--- src/assert_macros.svh ---
// Assertion helpers shared by the RTL.
`ifndef ASSERT_MACROS_SVH
`define ASSERT_MACROS_SVH

// Same-cycle implication, disabled during reset.
`define ASSERT_IMPLIES(label, clk, rst, ante, cons, msg) \
  label: assert property (@(posedge clk) disable iff (rst) (ante) |-> (cons)) \
    else $error(msg);

// Next-cycle implication, disabled during reset.
`define ASSERT_NEXT(label, clk, rst, ante, cons, msg) \
  label: assert property (@(posedge clk) disable iff (rst) (ante) |=> (cons)) \
    else $error(msg);

`endif

--- src/msqt_pkg.sv ---
// ----------------------------------------------------------------------------
// msqt_pkg: shared types and constants
// Entry, query and evaluator types and the command codes of the query table.
// ----------------------------------------------------------------------------
package msqt_pkg;

  localparam int TABLE_DEPTH = 64;
  localparam int TEAM_COUNT  = 8;
  localparam int IDX_W       = $clog2(TABLE_DEPTH);
  localparam int CNT_W       = $clog2(TABLE_DEPTH + 1);

  localparam logic [2:0] KIND_INSERT  = 3'd0;
  localparam logic [2:0] KIND_REMOVE  = 3'd1;
  localparam logic [2:0] KIND_NEAREST = 3'd2;
  localparam logic [2:0] KIND_RADIUS  = 3'd3;
  localparam logic [2:0] KIND_BOX     = 3'd4;

  localparam logic [30:0] SQ_CEIL     = 31'h7FFF_FFFF;
  localparam logic [30:0] LIMIT_RESET = 31'h7FFE_0000;

  typedef struct packed {
    logic               used;
    logic signed [31:0] x;
    logic signed [31:0] y;
    logic [2:0]         team;
    logic [15:0]        id;
  } entry_t;

  typedef struct packed {
    logic signed [31:0] px;
    logic signed [31:0] py;
    logic signed [31:0] lox;
    logic signed [31:0] hix;
    logic signed [31:0] loy;
    logic signed [31:0] hiy;
    logic [15:0]        uid;
    logic               ign;
    logic [7:0]         mask;
  } query_t;

  typedef struct packed {
    logic        valid;
    logic        pass;
    logic        inbox;
    logic [30:0] dsq;
    logic [15:0] id;
  } eval_t;

  typedef struct packed {
    logic        pass;
    logic        inbox;
    logic [15:0] id;
  } tag_t;

endpackage

--- src/msqt_cell.sv ---
// ----------------------------------------------------------------------------
// msqt_cell: one table slot
// Holds one entry; takes its neighbor's entry on a shift or a new one on load.
// ----------------------------------------------------------------------------
module msqt_cell (
  input  logic             clk,
  input  logic             rst,
  input  logic             shift,
  input  msqt_pkg::entry_t nbr,
  input  logic             load,
  input  msqt_pkg::entry_t load_entry,
  output msqt_pkg::entry_t entry
);

  always_ff @(posedge clk) begin
    if (rst) begin
      entry.used <= 1'b0;
    end else if (shift) begin
      entry <= nbr;
    end else if (load) begin
      entry <= load_entry;
    end
  end

endmodule

--- config.mk ---
export PLATFORM = sky130hd
export DESIGN_NAME = msqt_cell
export DESIGN_NICKNAME = d
export VERILOG_FILES = /design/src/assert_macros.svh /design/src/msqt_pkg.sv /design/src/msqt_cell.sv
export SDC_FILE = /design/constraint.sdc
export NUM_CORES = 1
export LEC_CHECK = 0
export ABC_AREA = 1
export BUFFER_PORTS_ARGS = -buffer_cell sky130_fd_sc_hd__buf_2
export CORE_AREA = 2 2 99 101
export DETAILED_ROUTE_END_ITERATION = 7
export DIE_AREA = 0 0 101 103
export MAX_ROUTING_LAYER = met4
export PLACE_DENSITY_LB_ADDON = 0.15
export SLEW_MARGIN = 10
export SYNTH_ARGS = -nofsm -noshare
export SYNTH_HDL_FRONTEND = slang
export SYNTH_SLANG_ARGS = --single-unit
--- constraint.sdc ---
create_clock -name clk -period 10.8 [get_ports clk]
set_clock_uncertainty 0.05 [all_clocks]
set_input_delay 1.08 -clock clk [delete_from_list [all_inputs] [get_ports clk]]
set_output_delay 1.08 -clock clk [all_outputs]
set_load 0.02 [all_outputs]
## Yosys cells after proc, flatten, opt, wreduce, memory -nomap -nowiden

Index checks and enable logic that the tools add are counted.

- Flip-flop bits (word level): 84
- Input port bits: 172

- Mux-type cells: 2
- Bitwise logic cells: 1
- Reductions and logical operators: 2

Operators by type and width:

| kind | count |
|---|---|
| $mux W84 | 2 |
| $reduce_and A2 Y1 | 1 |
| $reduce_bool A2 Y1 | 1 |
| $not A1 Y1 | 1 |

## Logic depth before layout (Yosys ltp)

- Word-level depth: 2
- Gate-level depth with buffers: 6

## Worst setup path before layout

No wires, ideal clock.

- Path kind: input port to flip-flop
- Start: input shift
- End: register entry[0] (netlist bit), enable pin
- Arrival time: 4618 ps
- Setup slack: 5605 ps
- Stages: 2
- Buffers on the path: 0
- Cell sequence: nor2_1 -> nor2_1

- Word-level cells in the longest chain between the ends: 2

RTL lines:

| element | line | source |
|---|---|---|
| start, declared | msqt_cell.sv:8 | `input logic shift,` |
| $reduce_bool A2 Y1 (no source line) | -- |  |
| $reduce_and A2 Y1 (no source line) | -- |  |
| end signal, assigned | msqt_cell.sv:19 | `entry <= nbr;` |
| end signal, assigned | msqt_cell.sv:21 | `entry <= load_entry;` |
| end, declared | msqt_cell.sv:12 | `output msqt_pkg::entry_t entry` |

Every way passes these cells.
A chain may end at the register's enable or synchronous reset.

## Worst setup path after layout

- Start: input shift
- End: register entry[58] (netlist bit), enable pin

Same word-level chain as after synthesis.

==> results.yml <==
placement:
  place_congestion: 0.7619
  post_dp_cell_area_mm2: 0.004936
  dpl.cell_count: 715
  port_buffers: 255
  dpl.hpwl_um: 6818
timing:
  max_freq_ghz: 0.3317
  maxSlewViolCount: 0
  period_minus_slack_ps: 3015
  rsz0062_at_grt: "no"
  worst_pin_slew_ps: 1015
  hold_viol: 0
  setup_viol: 0
  period_share: 0.2792
  max_slew_margin: 0.3233
  tns_ps: 0
pwr:
  peakVddDrop_mv: 0.06395
  p_leak_nw: 2.667
  power_mw: 0.7561
  power.density_mw_per_mm2: 147.8
floorplan:
  rows: 36
  die_y_um: 103
  initial_core_util: 0.3780
  die_width_um: 101
  io_pins: 256
  die-area_mm2: 0.01040
  core_mm2: 0.009459
routing:
  vias: 3245
  drtIter0Drc: 104
  vias_per_cell: 4.445
  antenna_left: 0
  drc: 0
  wl_um: 9077
  post_drt_wl_per_cell_um: 12.43
  dr.pass1.iters: 4
finish:
  n_antenna_cell: 0
  top_regs: "entry (84)"
  multi_input_area_um2: 970.9
  syn_to_final_growth_pct: 43.07
  fin_area_mm2: 0.005116
  regArea_mm2: 0.002512
  largest-register: "entry"
  nets: 784
  drive_above_1_share: 0.4432
  final_core_util: 0.5409
  largest_reg_flops: 84
  final-instance-count-excl-fill: 730
  fillCellCount: 875
worst_setup_path:
  ff2ff_path_depth: 4
  reg2reg_to: "entry[83]"
  startpoint_type: "input pin"
  criticalPathCategory: "in2reg"
  critPathMaxFanout: 86
  r2r_start: "entry[83]"
  worstPathRequired_ps: 10710
  regToRegSetupSlack_ps: 10130
  cp.arrival_ps: 2920
  crit_path_end_kind: "register"
clock_network:
  cts_setup_buffers: 0
  ctsResizeCount: 0
  cts_made_buffers: 9
  hold_buffers: 0
  clock-sinks: 84
  clock_latency_ps: 330
  cts-htree-levels: 3
  path_clk_slew_ps: 70
  cts_tree: "built"
  cts_buffer_depth: 2
  cts-root-buf: "clkbuf_8"
logic_synthesis:
  synth_area_leaders: "edfxtp_1 70%, nand2_1 26%, buf_2 2.0%, dfxtp_1 0.56%, clkbuf_1 0.31%"
  synth.most_common_cell: "nand2_1"
  synth_seq_cells: 84
  syn_avg_cell_area_um2: 9.906
  synth_largest_area_cell: "edfxtp_1"
  synth_ff_type: "edfxtp_1"
  syn_nets: 533
  synth_cell_type_count: 10
  netlist_area_mm2: 0.003576
  synthCells: 361
  ys_warn_count: 0
  ys_seq_area_frac: 0.7026
  synth_common_cells: "252 x nand2_1, 83 x edfxtp_1, 14 x buf_2"
  synth_top_area_share: 0.6970
  synth_edf_count: 83
  async_flop_share: 0
global_routing:
  grt_overflow: 0
  grt_pass1_vias: 2854
  grt_max_degree: 87
  grt_use_total: 0.1707
  grt_pass1_wl_um: 12920
  antenna_found_initial: 0
job:
  cap_violations: 0
min_path:
  hold_end: "entry[83]"
  holdPathStages: 4
  hold_start: "entry[83]"
  hp-class: "reg2reg"
run_status:
  status: "completed"
worst max-delay path by stage:
stage / end / from
3_3_place_gp: entry[46] / shift
6_report: entry[58] / shift
4_1_cts: entry[60] / shift
2_1_floorplan: entry[0] / shift
3_5_place_dp: entry[46] / shift
5_1_grt: entry[58] / shift
area by class of cell:
cell class,count,share of cell area
sequential,84,0.4911
timing repair buffer,258,0.2539
multi-input combinational,256,0.1898
clock inverter,5,0.01027
tap,114,0.02788
clock buffer,10,0.02494
inverter,3,0.002201
metrics by stage:
| stage | setup WS (ps) | hold WS (ps) |
|---|---|---|
| CTS | 7742 | 506.8 |
| floorplan | 5605 | 563.6 |
| detailed placement | 7376 | 487.4 |
| global route | 7619 | 548.3 |
| finish | 7785 | 500.4 |
| global placement | 7450 | 476.7 |
cell usage in the layout, fill, tap and decap left out, drive strengths merged:
cell type  instances
buf              258
clkinv             3
bufinv             1
nand3              2
clkbuf            10
edfxtp            83
dfxtp              1
nor2               2
inv                4
nand2            252
critical path: stages:
cell and delay, ps:
buf_2 70, buf_4 630, nor2_1 200, nor2_4 110
buf_4 790
power breakdown:
group	internal (mW)	total [mW]	switching, mW
registers	0.395	0.403	0.00719
clock network	0.105	0.210	0.105
logic	0.0532	0.144	0.0907
total	0.554	0.756	0.203
cell families after synthesis:
logic type | share of synthesized area
simple gates | 0.2694
flops | 0.7026
buf+inv | 0.02799
per-layer routing:
layer / wire, um / track usage / up-vias
li1: - / - / 1653
met2: 4558 / 0.2959 / 157
met3: 790 / 0.04136 / 15
met5: 0 / - / -
met4: 172 / 0.07588 / 0
met1: 3557 / 0.1875 / 1420
No activity file was read; power rests on OpenSTA's default activity.
