==> src/assert_macros.svh <==
// Assertion helpers shared by the RTL.
`ifndef ASSERT_MACROS_SVH
`define ASSERT_MACROS_SVH

// Same-cycle implication, disabled during reset.
`define ASSERT_IMPLIES(label, clk, rst, ante, cons, msg) \
  label: assert property (@(posedge clk) disable iff (rst) (ante) |-> (cons)) \
    else $error(msg);

// Next-cycle implication, disabled during reset.
`define ASSERT_NEXT(label, clk, rst, ante, cons, msg) \
  label: assert property (@(posedge clk) disable iff (rst) (ante) |=> (cons)) \
    else $error(msg);

`endif

==> src/msqt_pkg.sv <==
// ----------------------------------------------------------------------------
// msqt_pkg: shared types and constants
// Entry, query and evaluator types and the command codes of the query table.
// ----------------------------------------------------------------------------
package msqt_pkg;

  localparam int TABLE_DEPTH = 64;
  localparam int TEAM_COUNT  = 8;
  localparam int IDX_W       = $clog2(TABLE_DEPTH);
  localparam int CNT_W       = $clog2(TABLE_DEPTH + 1);

  localparam logic [2:0] KIND_INSERT  = 3'd0;
  localparam logic [2:0] KIND_REMOVE  = 3'd1;
  localparam logic [2:0] KIND_NEAREST = 3'd2;
  localparam logic [2:0] KIND_RADIUS  = 3'd3;
  localparam logic [2:0] KIND_BOX     = 3'd4;

  localparam logic [30:0] SQ_CEIL     = 31'h7FFF_FFFF;
  localparam logic [30:0] LIMIT_RESET = 31'h7FFE_0000;

  typedef struct packed {
    logic               used;
    logic signed [31:0] x;
    logic signed [31:0] y;
    logic [2:0]         team;
    logic [15:0]        id;
  } entry_t;

  typedef struct packed {
    logic signed [31:0] px;
    logic signed [31:0] py;
    logic signed [31:0] lox;
    logic signed [31:0] hix;
    logic signed [31:0] loy;
    logic signed [31:0] hiy;
    logic [15:0]        uid;
    logic               ign;
    logic [7:0]         mask;
  } query_t;

  typedef struct packed {
    logic        valid;
    logic        pass;
    logic        inbox;
    logic [30:0] dsq;
    logic [15:0] id;
  } eval_t;

  typedef struct packed {
    logic        pass;
    logic        inbox;
    logic [15:0] id;
  } tag_t;

endpackage

==> src/msqt_eval.sv <==
// ----------------------------------------------------------------------------
// msqt_eval: distance and filter pipeline
// Five stages: difference, magnitude, x square, y square, saturating sum.
// ----------------------------------------------------------------------------
module msqt_eval (
  input  logic             clk,
  input  logic             rst,
  input  logic             adv,
  input  logic             in_valid,
  input  msqt_pkg::entry_t head,
  input  msqt_pkg::query_t q,
  output msqt_pkg::eval_t  res,
  output logic             busy
);

  logic [5:1]         v;
  msqt_pkg::tag_t     tag1, tag2, tag3, tag4;
  logic signed [32:0] dx1, dy1;
  logic [32:0]        ax, ay;
  logic               satx2, saty2, satx3, saty3, satx4, saty4;
  logic [23:0]        axl2, ayl2, ayl3;
  logic [47:0]        prodx, prody;
  logic [31:0]        sqx3, sqx4, sqy4;
  logic [32:0]        sum;
  logic               pass0;
  logic [30:0]        dsq5;
  logic               pass5, inbox5;
  logic [15:0]        id5;

  // Team filter and ignored id.
  assign pass0 = head.used && !(q.ign && head.id == q.uid) &&
                 (32'(head.team) < 32'(msqt_pkg::TEAM_COUNT)) && q.mask[head.team];

  assign ax    = dx1[32] ? 33'(-dx1) : 33'(dx1);
  assign ay    = dy1[32] ? 33'(-dy1) : 33'(dy1);
  assign prodx = 48'(axl2) * 48'(axl2);
  assign prody = 48'(ayl3) * 48'(ayl3);
  assign sum   = {1'b0, sqx4} + {1'b0, sqy4};

  always_ff @(posedge clk) begin
    if (rst) begin
      v <= '0;
    end else if (adv) begin
      v <= {v[4:1], in_valid};
    end
  end

  always_ff @(posedge clk) begin
    if (adv) begin
      dx1        <= {head.x[31], head.x} - {q.px[31], q.px};
      dy1        <= {head.y[31], head.y} - {q.py[31], q.py};
      tag1.pass  <= pass0;
      tag1.inbox <= (head.x > q.lox) && (head.x < q.hix) &&
                    (head.y > q.loy) && (head.y < q.hiy);
      tag1.id    <= head.id;

      satx2 <= |ax[32:24];
      saty2 <= |ay[32:24];
      axl2  <= ax[23:0];
      ayl2  <= ay[23:0];
      tag2  <= tag1;

      sqx3  <= prodx[47:16];
      satx3 <= satx2;
      saty3 <= saty2;
      ayl3  <= ayl2;
      tag3  <= tag2;

      sqy4  <= prody[47:16];
      sqx4  <= sqx3;
      satx4 <= satx3;
      saty4 <= saty3;
      tag4  <= tag3;

      dsq5   <= (satx4 || saty4 || sum > {2'b00, msqt_pkg::SQ_CEIL}) ?
                msqt_pkg::SQ_CEIL : sum[30:0];
      pass5  <= tag4.pass;
      inbox5 <= tag4.inbox;
      id5    <= tag4.id;
    end
  end

  assign res  = '{valid: v[5], pass: pass5, inbox: inbox5, dsq: dsq5, id: id5};
  assign busy = |v;

endmodule

==> config.mk <==
export PLATFORM = sky130hd
export DESIGN_NAME = msqt_eval
export DESIGN_NICKNAME = d
export VERILOG_FILES = /design/src/assert_macros.svh /design/src/msqt_pkg.sv /design/src/msqt_eval.sv
export SDC_FILE = /design/constraint.sdc
export NUM_CORES = 2
export LEC_CHECK = 0
export BUFFER_PORTS_ARGS = -buffer_cell sky130_fd_sc_hd__buf_4
export CORE_UTILIZATION = 35
export CTS_BUF_LIST = sky130_fd_sc_hd__clkbuf_8
export CTS_CLUSTER_DIAMETER = 60
export DETAILED_ROUTE_END_ITERATION = 6
export HOLD_SLACK_MARGIN = 0.03
export PLACE_DENSITY = 0.61
export SYNTH_ARGS = -nofsm -noshare
export SYNTH_HDL_FRONTEND = slang
export SYNTH_SLANG_ARGS = --single-unit
==> constraint.sdc <==
create_clock -name clk -period 8.4 [get_ports clk]
set_input_delay 1.68 -clock clk [delete_from_list [all_inputs] [get_ports clk]]
set_output_delay 1.68 -clock clk [all_outputs]
set_load 0.03 [all_outputs]
Yosys cells after proc, flatten, opt, wreduce, memory -nomap -nowiden
Cells that the tools add are included.
{ "word_totals": {"reg_bits": 366, "latch_bits": 0, "ram_bits": 0, "romBits": 0, "input_bits": 305, "output_inout_bits": 51, "word_cells": 61, "memories": 0} }
{ "op_classes": {"n_addsub": 5, "n_mul": 2, "div": 0, "n_lt_le_gt_ge": 6, "eq_ne": 1, "shifts": 0, "muxes": 4, "n_bitwise": 0, "n_reduce_logical": 12} }
{ "op_table": {"columns": ["cell", "count"], "rows": [
  ["$mul A24 B24 Y48", 2],
  ["$mux W33", 2],
  ["$neg A33 Y33", 2],
  ["$sub A32 B32 Y33", 2],
  ["$gt A32 B32 Y1", 2],
  ["$lt A32 B32 Y1", 2],
  ["$add A32 B32 Y33", 1],
  ["$gt A33 B31 Y1 const B", 1],
  ["$reduce_or A9 Y1", 2],
  ["$eq A16 B16 Y1", 1],
  ["$logic_and A1 B1 Y1", 6],
  ["$reduce_or A5 Y1", 1],
  ["$lt A3 B4 Y1 const B", 1],
  ["$bmux W1 S3", 1],
  ["$logic_or A1 B1 Y1", 2],
  ["$logic_not A1 Y1", 1],
  ["$mux W1", 1]
]} }

Longest topological paths before layout
{ "depth": {"word_depth": 5, "mapped_depth": 28, "ltp_nobuf": 27} }

Worst setup path after synthesis
No wires, ideal clock.
{ "synth_timing": {"path_type": "register -> register", "from": "reg axl2[2]", "to": "reg sqx3[28], data pin", "setup_ns": 0.190, "arrival_time_ns": 7.348, "setup_slack_ns": 0.862, "path_stages_with_launch": 29, "synth_period_minus_slack_ns": 7.538, "cell_sequence": "edfxtp_1 -> clkbuf_1 -> clkbuf_1 -> nand2_1 -> fa_1 -> inv_1 -> fa_1 -> inv_1 -> fa_1 -> inv_1 -> fa_1 -> inv_1 -> fa_1 -> inv_1 -> fa_1 -> inv_1 -> fa_1 -> inv_1 -> ha_1 -> nand4_1 -> nor3b_1 -> a22oi_1 -> a211oi_1 -> o211ai_1 -> nand3_1 -> a211oi_1 -> or3_1 -> nand2b_1 -> a222oi_1"} }
{ "synth_between": {"elab_chain_len": 1} }
{ "synth_rtl": {"columns": ["element", "line", "text"], "rows": [
  ["start, declared", "msqt_eval.sv:21", "logic [23:0] axl2, ayl2, ayl3;"],
  ["start signal, assigned", "msqt_eval.sv:59", "axl2 <= ax[23:0];"],
  ["$mul A24 B24 Y48", "msqt_eval.sv:36", "assign prodx = 48'(axl2) * 48'(axl2);"],
  ["via prodx[44]", "msqt_eval.sv:22", "logic [47:0] prodx, prody;"],
  ["end signal, assigned", "msqt_eval.sv:63", "sqx3 <= prodx[47:16];"],
  ["end, declared", "msqt_eval.sv:23", "logic [31:0] sqx3, sqx4, sqy4;"]
]} }
The timed path passes the listed nets, and every way through them passes these cells.
A chain may end at the register's enable or synchronous reset.

Worst setup path after layout
{ "layout_timing": {"from": "reg ayl3[2]", "to": "reg sqy4[31], data pin"} }
{ "layout_between": {"elab_chain_len": 1} }
{ "layout_rtl": {"columns": ["element", "line", "text"], "rows": [
  ["start, declared", "msqt_eval.sv:21", null],
  ["start signal, assigned", "msqt_eval.sv:66", "ayl3 <= ayl2;"],
  ["$mul A24 B24 Y48", "msqt_eval.sv:37", "assign prody = 48'(ayl3) * 48'(ayl3);"],
  ["via prody[47]", "msqt_eval.sv:22", null],
  ["end signal, assigned", "msqt_eval.sv:69", "sqy4 <= prody[47:16];"],
  ["end, declared", "msqt_eval.sv:23", null]
]} }
The timed path passes the listed nets, and every way through them passes these cells.

==> qor.yml <==
synth_top_area_share_pct: 32.6
syn_avg_cell_area_sq_um: 9.94
maxSlewViolCount: 0
synthFlopType: "edfxtp_1"
timing.final.hold_violations: 0
synth.ff_latch_count: 366
dp_hpwl_microns: 106000
clk_pin_slew_ps: 60
io-pin-count: 356
grt_pass1_vias: 39000
clkLatencyLatePin_ps: 700
cts_hold_buffers: 0
layout-drive-gt1-share_pct: 9.86
drc: 0
post-route-period-util_pct: 93.9
io_buffers: 355
ant_nets: 0
synth.area.top_cells: "fa_1, edfxtp_1, ha_1"
numCtsBuffers: 72
start_util_pct: 35.2
area_growth_pct: 12.7
synth_adder_area_share_pct: 46.3
grt_max_degree: 143
ys_types: 79
synth_compound_area_share_pct: 7.22
layout_common_cells: "inv_1, fa_1, ha_1, nand2_1, buf_4"
setup_viol: 0
antenna_found_initial: 3
rsz0062_at_grt: "no"
relSlewSlack_pct: 31.4
postCtsSetupRepairBufs: 0
period_needed_ps: 7890
cts_root_buf: "clkbuf_8"
vias: 35900
core-area_sq_mm: 0.148
status: "finished, final reports clean"
critical_path_class: "register to register"
drtPass1Iterations: 7
synth_top_family_by_area: "adder cells"
worstPathArrival_ps: 8320
synth_mux_area_share_pct: 0.385
fin_util_pct: 39.7
fin_skew_ps: 43.8
synthCells: 5237
hold_path_class: "register to register"
worst-endpoint-required_ps: 8840
postCtsResizedCells: 0
synth-simple-area-share_pct: 10.5
grt_usage_pct: 16.8
synth_area_sq_mm: 0.0520
synth_fp_nets: 6958
grt_pass1_wl_microns: 201000
yosys.area.top_type: "fa_1"
routed_wl_microns: 124000
worstSetupStartpointType: "register"
wl_per_cell_microns: 16.3
die-area_sq_mm: 0.150
htreeDepth: 3
ys_seq_area_share_pct: 21.0
synth_xor_area_share_pct: 3.50
cts_tree: "done"
synth_edf_count: 361
worst_pin_slew_ps: 1030
cts_max_path_buffers: 3
fin_tns_setup_ps: 0
clkSinkCount: 366
async_flop_share_pct: 0
maxCapViolCount: 0
vias_per_cell: 4.72
final_common_cell: "inv_1"
yosysWarnings: 0
path_max_fanout: 17
gp_congestion: 0.887
fin_nets: 7346
die_y_microns: 388
first_iter_violations: 1885
fmax_ghz: 0.127
overflow: 0
rows: 141
die_x_microns: 388
endpoint_kind: "register"
==> synthesized netlist by cell type, types with 7 or more instances <==
cell and count:
a211o_1 8, a211oi_1 18, a21o_1 99, a21oi_1 160
a31oi_1 10, and2_1 233, and3_1 12, and4_1 7
clkbuf_1 112, edfxtp_1 361, fa_1 847, ha_1 569
inv_1 1423, mux2i_1 11, nand2_1 433, nand2b_1 25
nand3_1 40, nand4_1 39, nor2_1 165, nor2b_1 40
nor3_1 60, nor4_1 12, o211ai_1 13, o21a_1 45
o21ai_0 105, o21bai_1 8, o31a_1 7, o31ai_1 21
o41ai_1 11, or3_1 14, or4_1 7, xnor2_1 161
xor2_1 47
==> per-layer routing <==
| metal | GRT usage (%) | wire [microns] | vias to the layer above | share of wire (%) |
|---|---|---|---|---|
| li1 | - | - | 17100 | - |
| met1 | 21.6 | 53400 | 17800 | 43 |
| met2 | 28.4 | 59300 | 856 | 48 |
| met3 | 3.57 | 7730 | 176 | 6.2 |
| met4 | 4.86 | 3350 | 2 | 2.7 |
| met5 | 0 | 13 | - | 0.011 |
==> cells by family (layout without fill, tap and decap cells) <==
group / after synthesis / count (layout)
buffers and inverters: 1542 / 1987
adders and majority gates: 1416 / 1416
and+or+nand+nor: 1114 / 1114
AOI/OAI and AO/OA: 574 / 574
DFF: 366 / 366
xor gates and xnor gates: 208 / 208
muxes: 17 / 17
other: 0 / 1
==> state kept, by name (all words and copies together) (netlist names), 5 cells and up <==
register	flops
tag3	18
axl2	24
ayl3	24
tag1	18
dy1	33
sqy4	32
sqx3	32
sqx4	32
id5	16
v	5
tag2	18
dsq5	31
dx1	33
tag4	18
ayl2	24
==> area by class of cell <==
| class | count | area (sq um) |
|---|---|---|
| Antenna cell | 1 | 2.50 |
| Inverter | 1423 | 5340 |
| Multi-Input combinational cell | 3329 | 35300 |
| Sequential cell | 366 | 10900 |
| Timing Repair Buffer | 433 | 3270 |
| Clock buffer | 72 | 991 |
| Fill cell | 14400 | 89000 |
| Tap cell | 1930 | 2410 |
| Clock inverter | 59 | 384 |
==> worst max-delay path, cell delays in order, from the launching register on <==
cell	delay (ps)
edfxtp_1	830
nand2_1	230
fa_1	580
inv_1	50
fa_1	530
inv_1	50
fa_1	520
inv_1	50
fa_1	490
inv_1	50
fa_1	530
inv_1	50
fa_1	470
inv_1	50
fa_1	480
inv_1	40
ha_1	200
a211o_1	300
o211ai_1	160
a211o_1	230
a211o_1	160
nand4b_1	210
o31ai_1	470
o31a_1	310
o21ai_0	150
o41ai_1	320
xnor2_1	100
==> metrics by stage <==
| stage | area, sq um | setup WS [ps] | hold slack, ps | cells |
|---|---|---|---|---|
| 6_report | 58600 | 514 | 395 | 7613 |
| 5_1_grt | 58600 | 14.2 | 393 | 7613 |
| 4_1_cts | 58600 | 415 | 396 | 7612 |
| 3_5_place_dp | 57300 | 440 | 405 | 7481 |
| 3_3_place_gp | 57300 | 580 | 400 | 7481 |
| 2_1_floorplan | 52000 | 862 | 400 | 5237 |
==> worst paths after layout <==
check                     start                  to  slack [ps]  cells past startpoint
max           ayl3[2]$_DFFE_PP_  sqy4[31]$_DFFE_PP_         510                     26
min          sqx3[19]$_DFFE_PP_  sqx4[19]$_DFFE_PP_         390                      0
max reg2reg   ayl3[2]$_DFFE_PP_  sqy4[31]$_DFFE_PP_         510                     26
min reg2reg  sqx3[19]$_DFFE_PP_  sqx4[19]$_DFFE_PP_         390                      0
Power is left out: the tool's default activity adds up to more than one toggle a clock period on the data nets, which glitch-free logic cannot reach.
